**src/sv/plts_pkg.sv**
```systemverilog
package plts_pkg;

  // Default sizing of the scheduler.
  localparam int STACK_DEPTH_DEF = 32;
  localparam int ID_BITS_DEF     = 8;

  // Width of a minute value (start, duration, remaining time).
  localparam int MIN_W = 11;

  // Source of the id for a reported task.
  typedef enum logic [1:0] {
    SRC_RUN,
    SRC_TOP,
    SRC_IN
  } emit_src_t;

  // Commands from the controller to the datapath.
  typedef struct packed {
    logic      latch_in;
    logic      emit;
    emit_src_t emit_src;
    logic      emit_ovf;
    logic      finish;
    logic      push;
    logic      pop;
    logic      trim;
    logic      store_gap;
    logic      load_run;
  } dp_cmd_t;

  // Status from the datapath to the controller.
  typedef struct packed {
    logic run_valid;
    logic ended;
    logic full;
    logic empty;
    logic gap_zero;
    logic top_fits;
    logic emit_ok;
    logic out_free;
    logic pend_valid;
    logic last;
  } dp_sts_t;

endpackage

```
**src/sv/plts_task_if.sv**
```systemverilog
interface plts_task_if #(
  parameter int ID_BITS = plts_pkg::ID_BITS_DEF
) ();
  logic                       valid;
  logic                       ready;
  logic [ID_BITS-1:0]         task_id;
  logic [plts_pkg::MIN_W-1:0] start_minute;
  logic [plts_pkg::MIN_W-1:0] duration;
  logic                       last_task;

  modport source (output valid, task_id, start_minute, duration, last_task, input ready);
  modport sink   (input valid, task_id, start_minute, duration, last_task, output ready);
endinterface

```
**src/sv/plts_done_if.sv**
```systemverilog
interface plts_done_if #(
  parameter int ID_BITS = plts_pkg::ID_BITS_DEF
) ();
  logic               valid;
  logic               ready;
  logic [ID_BITS-1:0] done_id;
  logic               overflow;
  logic               last_of_run;

  modport source (output valid, done_id, overflow, last_of_run, input ready);
  modport sink   (input valid, done_id, overflow, last_of_run, output ready);
endinterface

```
**src/sv/plts_datapath.sv**
```systemverilog
module plts_datapath #(
  parameter int STACK_DEPTH = plts_pkg::STACK_DEPTH_DEF,
  parameter int ID_BITS     = plts_pkg::ID_BITS_DEF
) (
  input  logic                       clk,
  input  logic                       rst_n,
  input  plts_pkg::dp_cmd_t          cmd,
  output plts_pkg::dp_sts_t          sts,
  input  logic [ID_BITS-1:0]         in_id,
  input  logic [plts_pkg::MIN_W-1:0] in_start,
  input  logic [plts_pkg::MIN_W-1:0] in_dur,
  input  logic                       in_last,
  output logic                       out_valid,
  input  logic                       out_ready,
  output logic [ID_BITS-1:0]         out_id,
  output logic                       out_ovf,
  output logic                       out_last
);

  localparam int W     = plts_pkg::MIN_W;
  localparam int CNT_W = $clog2(STACK_DEPTH + 1);
  localparam int IDX_W = $clog2(STACK_DEPTH);

  typedef struct packed {
    logic [ID_BITS-1:0] id;
    logic [W-1:0]       rem;
  } entry_t;

  // Latched input word.
  logic [ID_BITS-1:0] in_id_r;
  logic [W-1:0]       in_start_r;
  logic [W-1:0]       in_dur_r;
  logic               in_last_r;

  // Running task.
  logic               run_valid_r;
  logic [ID_BITS-1:0] run_id_r;
  logic [W-1:0]       run_start_r;
  logic [W-1:0]       run_len_r;

  // Idle time left for stacked tasks, and the stack itself.
  logic [W-1:0]       gap_r;
  logic [CNT_W-1:0]   count_r;
  entry_t             mem [STACK_DEPTH];
  entry_t             rd_r;

  // One pending result, held until it is known whether another follows.
  logic               pend_valid_r;
  logic [ID_BITS-1:0] pend_id_r;
  logic               pend_ovf_r;

  // Output register.
  logic               out_valid_r;
  logic [ID_BITS-1:0] out_id_r;
  logic               out_ovf_r;
  logic               out_last_r;

  logic [W:0]         run_end;
  logic               ended;
  logic [W-1:0]       gap_new;
  logic [W-1:0]       elapsed;
  logic [W-1:0]       rem_new;
  logic               top_fits;
  logic [W-1:0]       top_left;
  logic [CNT_W-1:0]   cnt_m1;
  logic [CNT_W-1:0]   cnt_m2;
  logic [IDX_W-1:0]   rd_idx;
  logic [IDX_W-1:0]   wr_idx;
  logic               wr_en;
  entry_t             wr_data;
  logic [ID_BITS-1:0] emit_id;
  logic               out_free;
  logic               emit_ok;
  logic               out_load;
  logic               full;

  // Timing of the running task against the new start.
  assign run_end  = {1'b0, run_start_r} + {1'b0, run_len_r};
  assign ended    = (run_end <= {1'b0, in_start_r});
  assign gap_new  = in_start_r - run_end[W-1:0];
  assign elapsed  = (in_start_r > run_start_r) ? (in_start_r - run_start_r) : '0;
  assign rem_new  = run_len_r - elapsed;

  // Top of stack against the idle time.
  assign top_fits = (rd_r.rem <= gap_r);
  assign top_left = rd_r.rem - gap_r;

  // Stack addressing: the read port looks at the next top on a pop and at the current top otherwise.
  assign cnt_m1  = count_r - CNT_W'(1);
  assign cnt_m2  = count_r - CNT_W'(2);
  assign rd_idx  = cmd.pop ? cnt_m2[IDX_W-1:0] : cnt_m1[IDX_W-1:0];
  assign wr_en   = cmd.push | cmd.trim;
  assign wr_idx  = cmd.push ? count_r[IDX_W-1:0] : cnt_m1[IDX_W-1:0];
  assign wr_data = cmd.push ? entry_t'{id: run_id_r, rem: rem_new}
                            : entry_t'{id: rd_r.id, rem: top_left};
  assign full    = (count_r == CNT_W'(STACK_DEPTH));

  // Id of a task being reported.
  always_comb begin
    case (cmd.emit_src)
      plts_pkg::SRC_RUN: emit_id = run_id_r;
      plts_pkg::SRC_TOP: emit_id = rd_r.id;
      plts_pkg::SRC_IN:  emit_id = in_id_r;
      default:           emit_id = run_id_r;
    endcase
  end

  assign out_free = !out_valid_r || out_ready;
  assign emit_ok  = !pend_valid_r || out_free;
  assign out_load = (cmd.emit || cmd.finish) && pend_valid_r;

  // Stack memory with registered read.
  always_ff @(posedge clk) begin
    if (wr_en) begin
      mem[wr_idx] <= wr_data;
    end
    rd_r <= mem[rd_idx];
  end

  // Control state.
  always_ff @(posedge clk) begin
    if (!rst_n) begin
      count_r      <= '0;
      run_valid_r  <= 1'b0;
      pend_valid_r <= 1'b0;
      out_valid_r  <= 1'b0;
    end else begin
      if (cmd.push) begin
        count_r <= count_r + CNT_W'(1);
      end else if (cmd.pop) begin
        count_r <= cnt_m1;
      end
      if (cmd.load_run) begin
        run_valid_r <= ~in_last_r;
      end
      if (cmd.emit) begin
        pend_valid_r <= 1'b1;
      end else if (cmd.finish) begin
        pend_valid_r <= 1'b0;
      end
      if (out_load) begin
        out_valid_r <= 1'b1;
      end else if (out_ready) begin
        out_valid_r <= 1'b0;
      end
    end
  end

  // Payload registers.
  always_ff @(posedge clk) begin
    if (cmd.latch_in) begin
      in_id_r    <= in_id;
      in_start_r <= in_start;
      in_dur_r   <= in_dur;
      in_last_r  <= in_last;
    end
    if (cmd.load_run) begin
      run_id_r    <= in_id_r;
      run_start_r <= in_start_r;
      run_len_r   <= in_dur_r;
    end
    if (cmd.store_gap) begin
      gap_r <= gap_new;
    end else if (cmd.pop) begin
      gap_r <= gap_r - rd_r.rem;
    end
    if (cmd.emit) begin
      pend_id_r  <= emit_id;
      pend_ovf_r <= cmd.emit_ovf;
    end
    if (out_load) begin
      out_id_r   <= pend_id_r;
      out_ovf_r  <= pend_ovf_r;
      out_last_r <= cmd.finish;
    end
  end

  // Status to the controller.
  assign sts.run_valid  = run_valid_r;
  assign sts.ended      = ended;
  assign sts.full       = full;
  assign sts.empty      = (count_r == '0);
  assign sts.gap_zero   = (gap_r == '0);
  assign sts.top_fits   = top_fits;
  assign sts.emit_ok    = emit_ok;
  assign sts.out_free   = out_free;
  assign sts.pend_valid = pend_valid_r;
  assign sts.last       = in_last_r;

  assign out_valid = out_valid_r;
  assign out_id    = out_id_r;
  assign out_ovf   = out_ovf_r;
  assign out_last  = out_last_r;

  // The stack never holds more than its depth.
  a_count_bound: assert property (@(posedge clk) disable iff (!rst_n)
    count_r <= CNT_W'(STACK_DEPTH))
    else $error("stack count above depth");

  // A pop only takes place on a nonempty stack.
  a_pop_nonempty: assert property (@(posedge clk) disable iff (!rst_n)
    cmd.pop |-> count_r != '0)
    else $error("pop on empty stack");

  // A push only takes place on a stack with room.
  a_push_room: assert property (@(posedge clk) disable iff (!rst_n)
    cmd.push |-> !full)
    else $error("push on full stack");

  // A pending result only moves on when the output register can take it.
  a_no_overwrite: assert property (@(posedge clk) disable iff (!rst_n)
    out_load |-> out_free)
    else $error("result overwritten in output register");

endmodule

```
**src/sv/plts_ctrl.sv**
```systemverilog
module plts_ctrl (
  input  logic              clk,
  input  logic              rst_n,
  input  logic              in_valid,
  output logic              in_ready,
  output plts_pkg::dp_cmd_t cmd,
  input  plts_pkg::dp_sts_t sts
);

  typedef enum logic [2:0] {
    ST_IDLE,
    ST_CHECK,
    ST_GAP,
    ST_LOAD,
    ST_FLUSH,
    ST_FIN
  } state_t;

  state_t state_r;
  state_t state_nxt;
  logic   in_ready_r;

  // Next state and commands.
  always_comb begin
    state_nxt = state_r;
    cmd       = '0;
    unique case (state_r)
      ST_IDLE: begin
        if (in_valid && in_ready_r) begin
          cmd.latch_in = 1'b1;
          state_nxt    = ST_CHECK;
        end
      end
      ST_CHECK: begin
        // Retire or preempt the running task.
        if (!sts.run_valid) begin
          state_nxt = ST_LOAD;
        end else if (sts.ended) begin
          if (sts.emit_ok) begin
            cmd.emit      = 1'b1;
            cmd.emit_src  = plts_pkg::SRC_RUN;
            cmd.store_gap = 1'b1;
            state_nxt     = ST_GAP;
          end
        end else if (!sts.full) begin
          cmd.push  = 1'b1;
          state_nxt = ST_LOAD;
        end else if (sts.emit_ok) begin
          cmd.emit     = 1'b1;
          cmd.emit_src = plts_pkg::SRC_RUN;
          cmd.emit_ovf = 1'b1;
          state_nxt    = ST_LOAD;
        end
      end
      ST_GAP: begin
        // Spend idle time on stacked tasks, newest first.
        if (sts.gap_zero || sts.empty) begin
          state_nxt = ST_LOAD;
        end else if (!sts.top_fits) begin
          cmd.trim  = 1'b1;
          state_nxt = ST_LOAD;
        end else if (sts.emit_ok) begin
          cmd.emit     = 1'b1;
          cmd.emit_src = plts_pkg::SRC_TOP;
          cmd.pop      = 1'b1;
        end
      end
      ST_LOAD: begin
        // The new task starts; a last task completes at once.
        if (!sts.last) begin
          cmd.load_run = 1'b1;
          state_nxt    = ST_FIN;
        end else if (sts.emit_ok) begin
          cmd.load_run = 1'b1;
          cmd.emit     = 1'b1;
          cmd.emit_src = plts_pkg::SRC_IN;
          state_nxt    = ST_FLUSH;
        end
      end
      ST_FLUSH: begin
        // Empty the whole stack.
        if (sts.empty) begin
          state_nxt = ST_FIN;
        end else if (sts.emit_ok) begin
          cmd.emit     = 1'b1;
          cmd.emit_src = plts_pkg::SRC_TOP;
          cmd.pop      = 1'b1;
        end
      end
      ST_FIN: begin
        // Hand over the final result of this word, marked as such.
        if (!sts.pend_valid) begin
          state_nxt = ST_IDLE;
        end else if (sts.out_free) begin
          cmd.finish = 1'b1;
          state_nxt  = ST_IDLE;
        end
      end
      default: state_nxt = ST_IDLE;
    endcase
  end

  // State and registered ready.
  always_ff @(posedge clk) begin
    if (!rst_n) begin
      state_r    <= ST_IDLE;
      in_ready_r <= 1'b0;
    end else begin
      state_r    <= state_nxt;
      in_ready_r <= (state_nxt == ST_IDLE);
    end
  end

  assign in_ready = in_ready_r;

  // No result of a finished word is left behind in the pending stage.
  a_idle_drained: assert property (@(posedge clk) disable iff (!rst_n)
    state_r == ST_IDLE |-> !sts.pend_valid)
    else $error("pending result left at idle");

endmodule

```
**src/sv/preemptive_lifo_task_scheduler.sv**
```systemverilog
// Preemptive LIFO task scheduler. Feed tasks in nondecreasing start order on in_task;
// each new task preempts a running one that has not ended, which goes onto a stack of
// STACK_DEPTH entries with its remaining time, or is reported with overflow set when the
// stack is full. Completed tasks come out on out_done in completion order, and last_of_run
// marks the final word caused by each input word. A word with last_task set flushes the
// running task and the whole stack. A task word is taken in idle, checked against the
// running task, then spends idle time on stacked entries when that task has ended, loads
// the new task, flushes the stack for a last word and hands over its final result. Pops
// take one entry per cycle from the stack memory while out_done accepts results.
module preemptive_lifo_task_scheduler #(
  parameter int STACK_DEPTH = plts_pkg::STACK_DEPTH_DEF,
  parameter int ID_BITS     = plts_pkg::ID_BITS_DEF
) (
  input logic         clk,
  input logic         rst_n,
  plts_task_if.sink   in_task,
  plts_done_if.source out_done
);

  plts_pkg::dp_cmd_t cmd;
  plts_pkg::dp_sts_t sts;
  logic              in_ready;

  // Sequencing of one task word.
  plts_ctrl u_ctrl (
    .clk      (clk),
    .rst_n    (rst_n),
    .in_valid (in_task.valid),
    .in_ready (in_ready),
    .cmd      (cmd),
    .sts      (sts)
  );

  // Running task, stack and result registers.
  plts_datapath #(
    .STACK_DEPTH (STACK_DEPTH),
    .ID_BITS     (ID_BITS)
  ) u_datapath (
    .clk       (clk),
    .rst_n     (rst_n),
    .cmd       (cmd),
    .sts       (sts),
    .in_id     (in_task.task_id),
    .in_start  (in_task.start_minute),
    .in_dur    (in_task.duration),
    .in_last   (in_task.last_task),
    .out_valid (out_done.valid),
    .out_ready (out_done.ready),
    .out_id    (out_done.done_id),
    .out_ovf   (out_done.overflow),
    .out_last  (out_done.last_of_run)
  );

  assign in_task.ready = in_ready;

endmodule
```
**src/flat_wrapper.sv**
```systemverilog
// flat-port wrapper written by rule: the top's interface ports become plain ports
module preemptive_lifo_task_scheduler_flat 
#(
  parameter int STACK_DEPTH = plts_pkg::STACK_DEPTH_DEF,
  parameter int ID_BITS     = plts_pkg::ID_BITS_DEF
)
  (clk, rst_n, in_task_valid, in_task_task_id, in_task_start_minute, in_task_duration, in_task_last_task, in_task_ready, out_done_valid, out_done_done_id, out_done_overflow, out_done_last_of_run, out_done_ready);
  plts_task_if #(.ID_BITS(ID_BITS)) in_task_i ();
  plts_done_if #(.ID_BITS(ID_BITS)) out_done_i ();
  input logic clk;
  input logic rst_n;
  input wire logic [$bits(in_task_i.valid)-1:0] in_task_valid;
  input wire logic [$bits(in_task_i.task_id)-1:0] in_task_task_id;
  input wire logic [$bits(in_task_i.start_minute)-1:0] in_task_start_minute;
  input wire logic [$bits(in_task_i.duration)-1:0] in_task_duration;
  input wire logic [$bits(in_task_i.last_task)-1:0] in_task_last_task;
  output wire logic [$bits(in_task_i.ready)-1:0] in_task_ready;
  output wire logic [$bits(out_done_i.valid)-1:0] out_done_valid;
  output wire logic [$bits(out_done_i.done_id)-1:0] out_done_done_id;
  output wire logic [$bits(out_done_i.overflow)-1:0] out_done_overflow;
  output wire logic [$bits(out_done_i.last_of_run)-1:0] out_done_last_of_run;
  input wire logic [$bits(out_done_i.ready)-1:0] out_done_ready;
  assign in_task_i.valid = in_task_valid;
  assign in_task_i.task_id = in_task_task_id;
  assign in_task_i.start_minute = in_task_start_minute;
  assign in_task_i.duration = in_task_duration;
  assign in_task_i.last_task = in_task_last_task;
  assign in_task_ready = in_task_i.ready;
  assign out_done_valid = out_done_i.valid;
  assign out_done_done_id = out_done_i.done_id;
  assign out_done_overflow = out_done_i.overflow;
  assign out_done_last_of_run = out_done_i.last_of_run;
  assign out_done_i.ready = out_done_ready;
  preemptive_lifo_task_scheduler #(.STACK_DEPTH(STACK_DEPTH), .ID_BITS(ID_BITS)) u_core (.clk(clk), .rst_n(rst_n), .in_task(in_task_i), .out_done(out_done_i));
endmodule
```
**config.mk**
```make
export PLATFORM = sky130hd
export DESIGN_NAME = preemptive_lifo_task_scheduler_flat
export DESIGN_NICKNAME = d
export VERILOG_FILES = /design/src/sv/plts_pkg.sv /design/src/sv/plts_task_if.sv /design/src/sv/plts_done_if.sv /design/src/sv/plts_datapath.sv /design/src/sv/plts_ctrl.sv /design/src/sv/preemptive_lifo_task_scheduler.sv /design/src/flat_wrapper.sv
export SDC_FILE = /design/constraint.sdc
export NUM_CORES = 1
export LEC_CHECK = 0
export ABC_AREA = 1
export BUFFER_PORTS_ARGS = -buffer_cell sky130_fd_sc_hd__buf_2
export CORE_MARGIN = 1.5
export CORE_UTILIZATION = 54
export CTS_BUF_LIST = sky130_fd_sc_hd__clkbuf_2 sky130_fd_sc_hd__clkbuf_4 sky130_fd_sc_hd__clkbuf_8
export CTS_CLUSTER_DIAMETER = 60
export DETAILED_ROUTE_END_ITERATION = 10
export PLACE_DENSITY = 0.76
export SYNTH_ARGS = -nofsm -noshare
export SYNTH_HDL_FRONTEND = slang
export SYNTH_SLANG_ARGS = --single-unit
```
**constraint.sdc**
```tcl
create_clock -name clk -period 4.83 [get_ports clk]
set_input_delay 0 -clock clk [delete_from_list [all_inputs] [get_ports clk]]
set_output_delay 0 -clock clk [all_outputs]
set_load 0.01 [all_outputs]
```
==> insert_results.sql <==
INSERT INTO impl_metrics (metric_group, metric, value, unit) VALUES
('run_status', 'status', 'finished, final reports clean', ''),
('synth', 'synthXorXnorAreaFrac', '1.16', '%'),
('worst_setup_path', 'cp_cell_sequence', 'ha_1, nand2_1, o21ai_1, a21oi_1, nor2_1, nor2_2, o21ai_2, nand3_1, nand2_1, xnor2_2, inv_1, ha_1, nand2_1, nor3_2, nand3_1, nand4_1, inv_2, buf_12, o31ai_4, buf_12', ''),
('worst_setup_path', 'number_of_stages_on_the_worst_setup_path', '20', ''),
('worst_setup_path', 'crit_fanout', '19', ''),
('placed_design', 'place.gp.congestion', '0.976', ''),
('worst_setup_path', 'path_delay_family', 'simple AND/OR/NAND/NOR gates', ''),
('grt', 'grt_max_degree', '96', ''),
('synth', 'synth.top_cell.area_share', '60.4', '%'),
('worst_setup_path', 'worst_path_most_repeated_cell', 'sky130_fd_sc_hd__nand2_1', ''),
('synth', 'synth_cell_type_count', '43', ''),
('route', 'post-route-drc-count', '0', ''),
('timing', 'drv_slew', '0', ''),
('route', 'routed_via_count', '25651', ''),
('synth', 'yosys-top-cells-area', 'sky130_fd_sc_hd__edfxtp_1 (60%), sky130_fd_sc_hd__nand3_1 (10%), sky130_fd_sc_hd__inv_1 (8.2%)', ''),
('clocking', 'cts.path.max_buffers', '3', ''),
('synth', 'synth_simple_gate_area_share', '20.0', '%'),
('finish', 'design.final.nets', '3858', ''),
('clocking', 'clock_slew_seen_by_the_registers_of_the_worst_setup_and_hold_paths', '70', 'ps'),
('timing', 'finClkSkew', '41.9', 'ps'),
('synth', 'synth-seq-cells', '731', ''),
('grt', 'global_route.usage.total', '28.4', '%'),
('worst_setup_path', 'rr_worst_depth', '20', ''),
('finish', 'post_route_cells_drive_above_1_share', '11.4', '%'),
('grt', 'antenna_found_initial', '2', ''),
('run', 'number_of_max_cap_violations', '0', ''),
('synth', 'area_share_of_fa_ha_maj_cells_after_synthesis', '3.33', '%'),
('route', 'detailroute.wirelength.met2', '43.8', 'mm'),
('clocking', 'cts.sink_count', '731', ''),
('synth', 'synthesis.nets', '3678', ''),
('timing', 'worst_max_slew_pin_slew', '1190', 'ps'),
('route', 'routed_wire_length_per_instance', '20.1', 'um'),
('synth', 'synth-compound-area-share', '2.66', '%'),
('timing', 'finalHoldViolations', '0', ''),
('synth', 'synth_enable_flop_cells', '699', ''),
('synth', 'synth_top_family_by_area', 'simple AND/OR/NAND/NOR gates', ''),
('worst_hold_path', 'hold_path_class', 'in2reg', ''),
('floorplanning', 'floorplan.die.width', '257', 'um'),
('placed_design', 'port-buffer-count', '46', ''),
('timing', 'max_freq', '210', 'MHz'),
('floorplanning', 'placement_rows', '92', ''),
('timing', 'setup_ws', '64.1', 'ps'),
('synth', 'seq_area_frac_synth', '62.2', '%'),
('clocking', 'cts.root.buffer_cell', 'sky130_fd_sc_hd__clkbuf_8', ''),
('synth', 'synth.avg_cell_area', '9.79', 'um2'),
('route', 'finalWirelength', '94.0', 'mm'),
('grt', 'first_global_vias', '24465', ''),
('synth', 'share_of_flip_flops_with_an_asynchronous_set_or_reset', '0', '%'),
('clocking', 'clock_latency_at_the_later_pin_of_the_worst_skew_pair', '740', 'ps'),
('power', 'p_per_area', '370', 'mW/mm2'),
('worst_setup_path', 'crit_path_end', 'u_core.u_datapath.mem[10][2]', ''),
('worst_setup_path', 'critical_path_source', 'u_core.u_datapath.run_len_r[2]', ''),
('placed_design', 'dp_hpwl', '58.6', 'mm'),
('worst_setup_path', 'path_class', 'reg2reg', ''),
('floorplanning', 'num_io_pins', '47', ''),
('finish', 'flow.area_growth_from_synthesis', '15.4', '%'),
('synth', 'mappedNetlistArea', '0.0348', 'mm2'),
('timing', 'worst_slew_margin_rel', '20.5', '%'),
('timing', 'fin_worst_hold_slack', '134', 'ps'),
('route', 'first_pass_iters', '7', ''),
('worst_setup_path', 'endpoint_kind', 'register', ''),
('route', 'initialDrtViolationCount', '3310', ''),
('worst_setup_path', 'worst-endpoint-arrival', '5330', 'ps'),
('route', 'ant_nets', '0', ''),
('synth', 'synthFlopType', 'sky130_fd_sc_hd__edfxtp_1', ''),
('finish', 'post-route-cell-area', '0.0401', 'mm2'),
('finish', 'final_cell_mix', 'sky130_fd_sc_hd__inv_1 (757), sky130_fd_sc_hd__nand2_1 (745), sky130_fd_sc_hd__nand3_1 (709), sky130_fd_sc_hd__edfxtp_1 (699), sky130_fd_sc_hd__clkbuf_8 (121)', ''),
('clocking', 'htree_num_levels', '3', ''),
('floorplanning', 'design.core.area', '0.0633', 'mm2'),
('worst_setup_path', 'regToRegEndpoint', 'u_core.u_datapath.mem[10][2]', ''),
('route', 'top_signal_layer_used', 'met5', '');
synth_stat cells, types with 32 or more instances:
cell type,count
sky130_fd_sc_hd__buf_2,87
sky130_fd_sc_hd__edfxtp_1,699
sky130_fd_sc_hd__xor2_1,32
sky130_fd_sc_hd__nand2_1,746
sky130_fd_sc_hd__a21oi_1,80
sky130_fd_sc_hd__o21ai_0,54
sky130_fd_sc_hd__ha_1,83
sky130_fd_sc_hd__nand3_1,715
sky130_fd_sc_hd__nor2_1,93
sky130_fd_sc_hd__clkbuf_1,42
sky130_fd_sc_hd__inv_1,760
sky130_fd_sc_hd__dfxtp_1,32
timing repair:
item                                    CTS  global route
pin swaps                                 0             2
resized for setup                         7            35
cloned                                    0             1
hold buffers                             65             0
hold endpoints to repair                 77             0
endpoints found under the setup margin  604          1218
state kept, by name, summed over array words and instances (netlist names), 11 cells and up:
register                       count
u_core.u_datapath.in_start_r      11
u_core.u_datapath.rd_r            19
u_core.u_datapath.in_dur_r        11
u_core.u_datapath.run_len_r       11
u_core.u_datapath.mem            608
u_core.u_datapath.run_start_r     11
u_core.u_datapath.gap_r           11
worst register-to-register path, delay by kind of cell (launching register included):
family | cells | cell delay, ps
adders and majority gates | 2 | 730
buffers and inverters | 4 | 590
DFF | 1 | 410
xor gates and xnor gates | 1 | 130
AOI/OAI and AO/OA | 4 | 1360
and+or+nand+nor | 9 | 1370
cell type report:
type	instances	area, um2
inverter	766	2880
fill	4853	23200
antenna	2	5.00
multi-input combinational	1896	9810
clock buffer	167	2000
sequential	731	21600
timing repair buffer	223	2430
tap	846	1060
clock inverter	43	328
worst min-delay path by stage:
stage / startpoint / end / slack [ps] / cells past startpoint
after floorplan: rst_n / u_core.u_ctrl.state_r[2] / 100 / 2
after global placement: in_task_duration[6] / u_core.u_datapath.in_dur_r[6] / 180 / 1
after detailed placement: in_task_start_minute[5] / u_core.u_datapath.in_start_r[5] / 180 / 1
after CTS: out_done_ready / u_core.u_datapath.out_valid / 90 / 5
after global routing: rst_n / u_core.u_datapath.count_r[5] / 140 / 4
final: out_done_ready / u_core.u_datapath.out_valid / 130 / 5
stage by stage:
| stage | utilization, % | cells | TNS, ps |
|---|---|---|---|
| after floorplan | - | 3554 | -60430 |
| after global placement | 58.4 | 4396 | 0 |
| after detailed placement | 58.4 | 4396 | -29960 |
| after CTS | 63.1 | 4671 | -121 |
| after global routing | 63.4 | 4673 | -29070 |
| final | 63.4 | 4674 | 0 |
layer usage:
layer / GRT usage, % / vias to the layer above
met5: 0 / -
li1: - / 11940
met3: 5.36 / 251
met4: 13.0 / 2
met2: 45.4 / 1455
met1: 37.7 / 12003
logic make-up (layout without fill, tap and decap cells):
family | Yosys count | count (layout)
AO/OA/AOI/OAI | 167 | 167
buffers and inverters | 927 | 1199
XOR/XNOR | 46 | 46
multiplexers | 3 | 3
adder cells (fa/ha/maj) | 89 | 89
other | 0 | 2
flip-flops | 731 | 731
AND/OR/NAND/NOR | 1591 | 1591
power breakdown:
group	total, mW	switching [mW]	internal, mW
combinational	2.11	1.50	0.608
sequential	7.42	0.0771	7.34
clock	5.34	2.42	2.92
total	14.9	4.00	10.9
No activity file was read; power rests on OpenSTA's default activity.
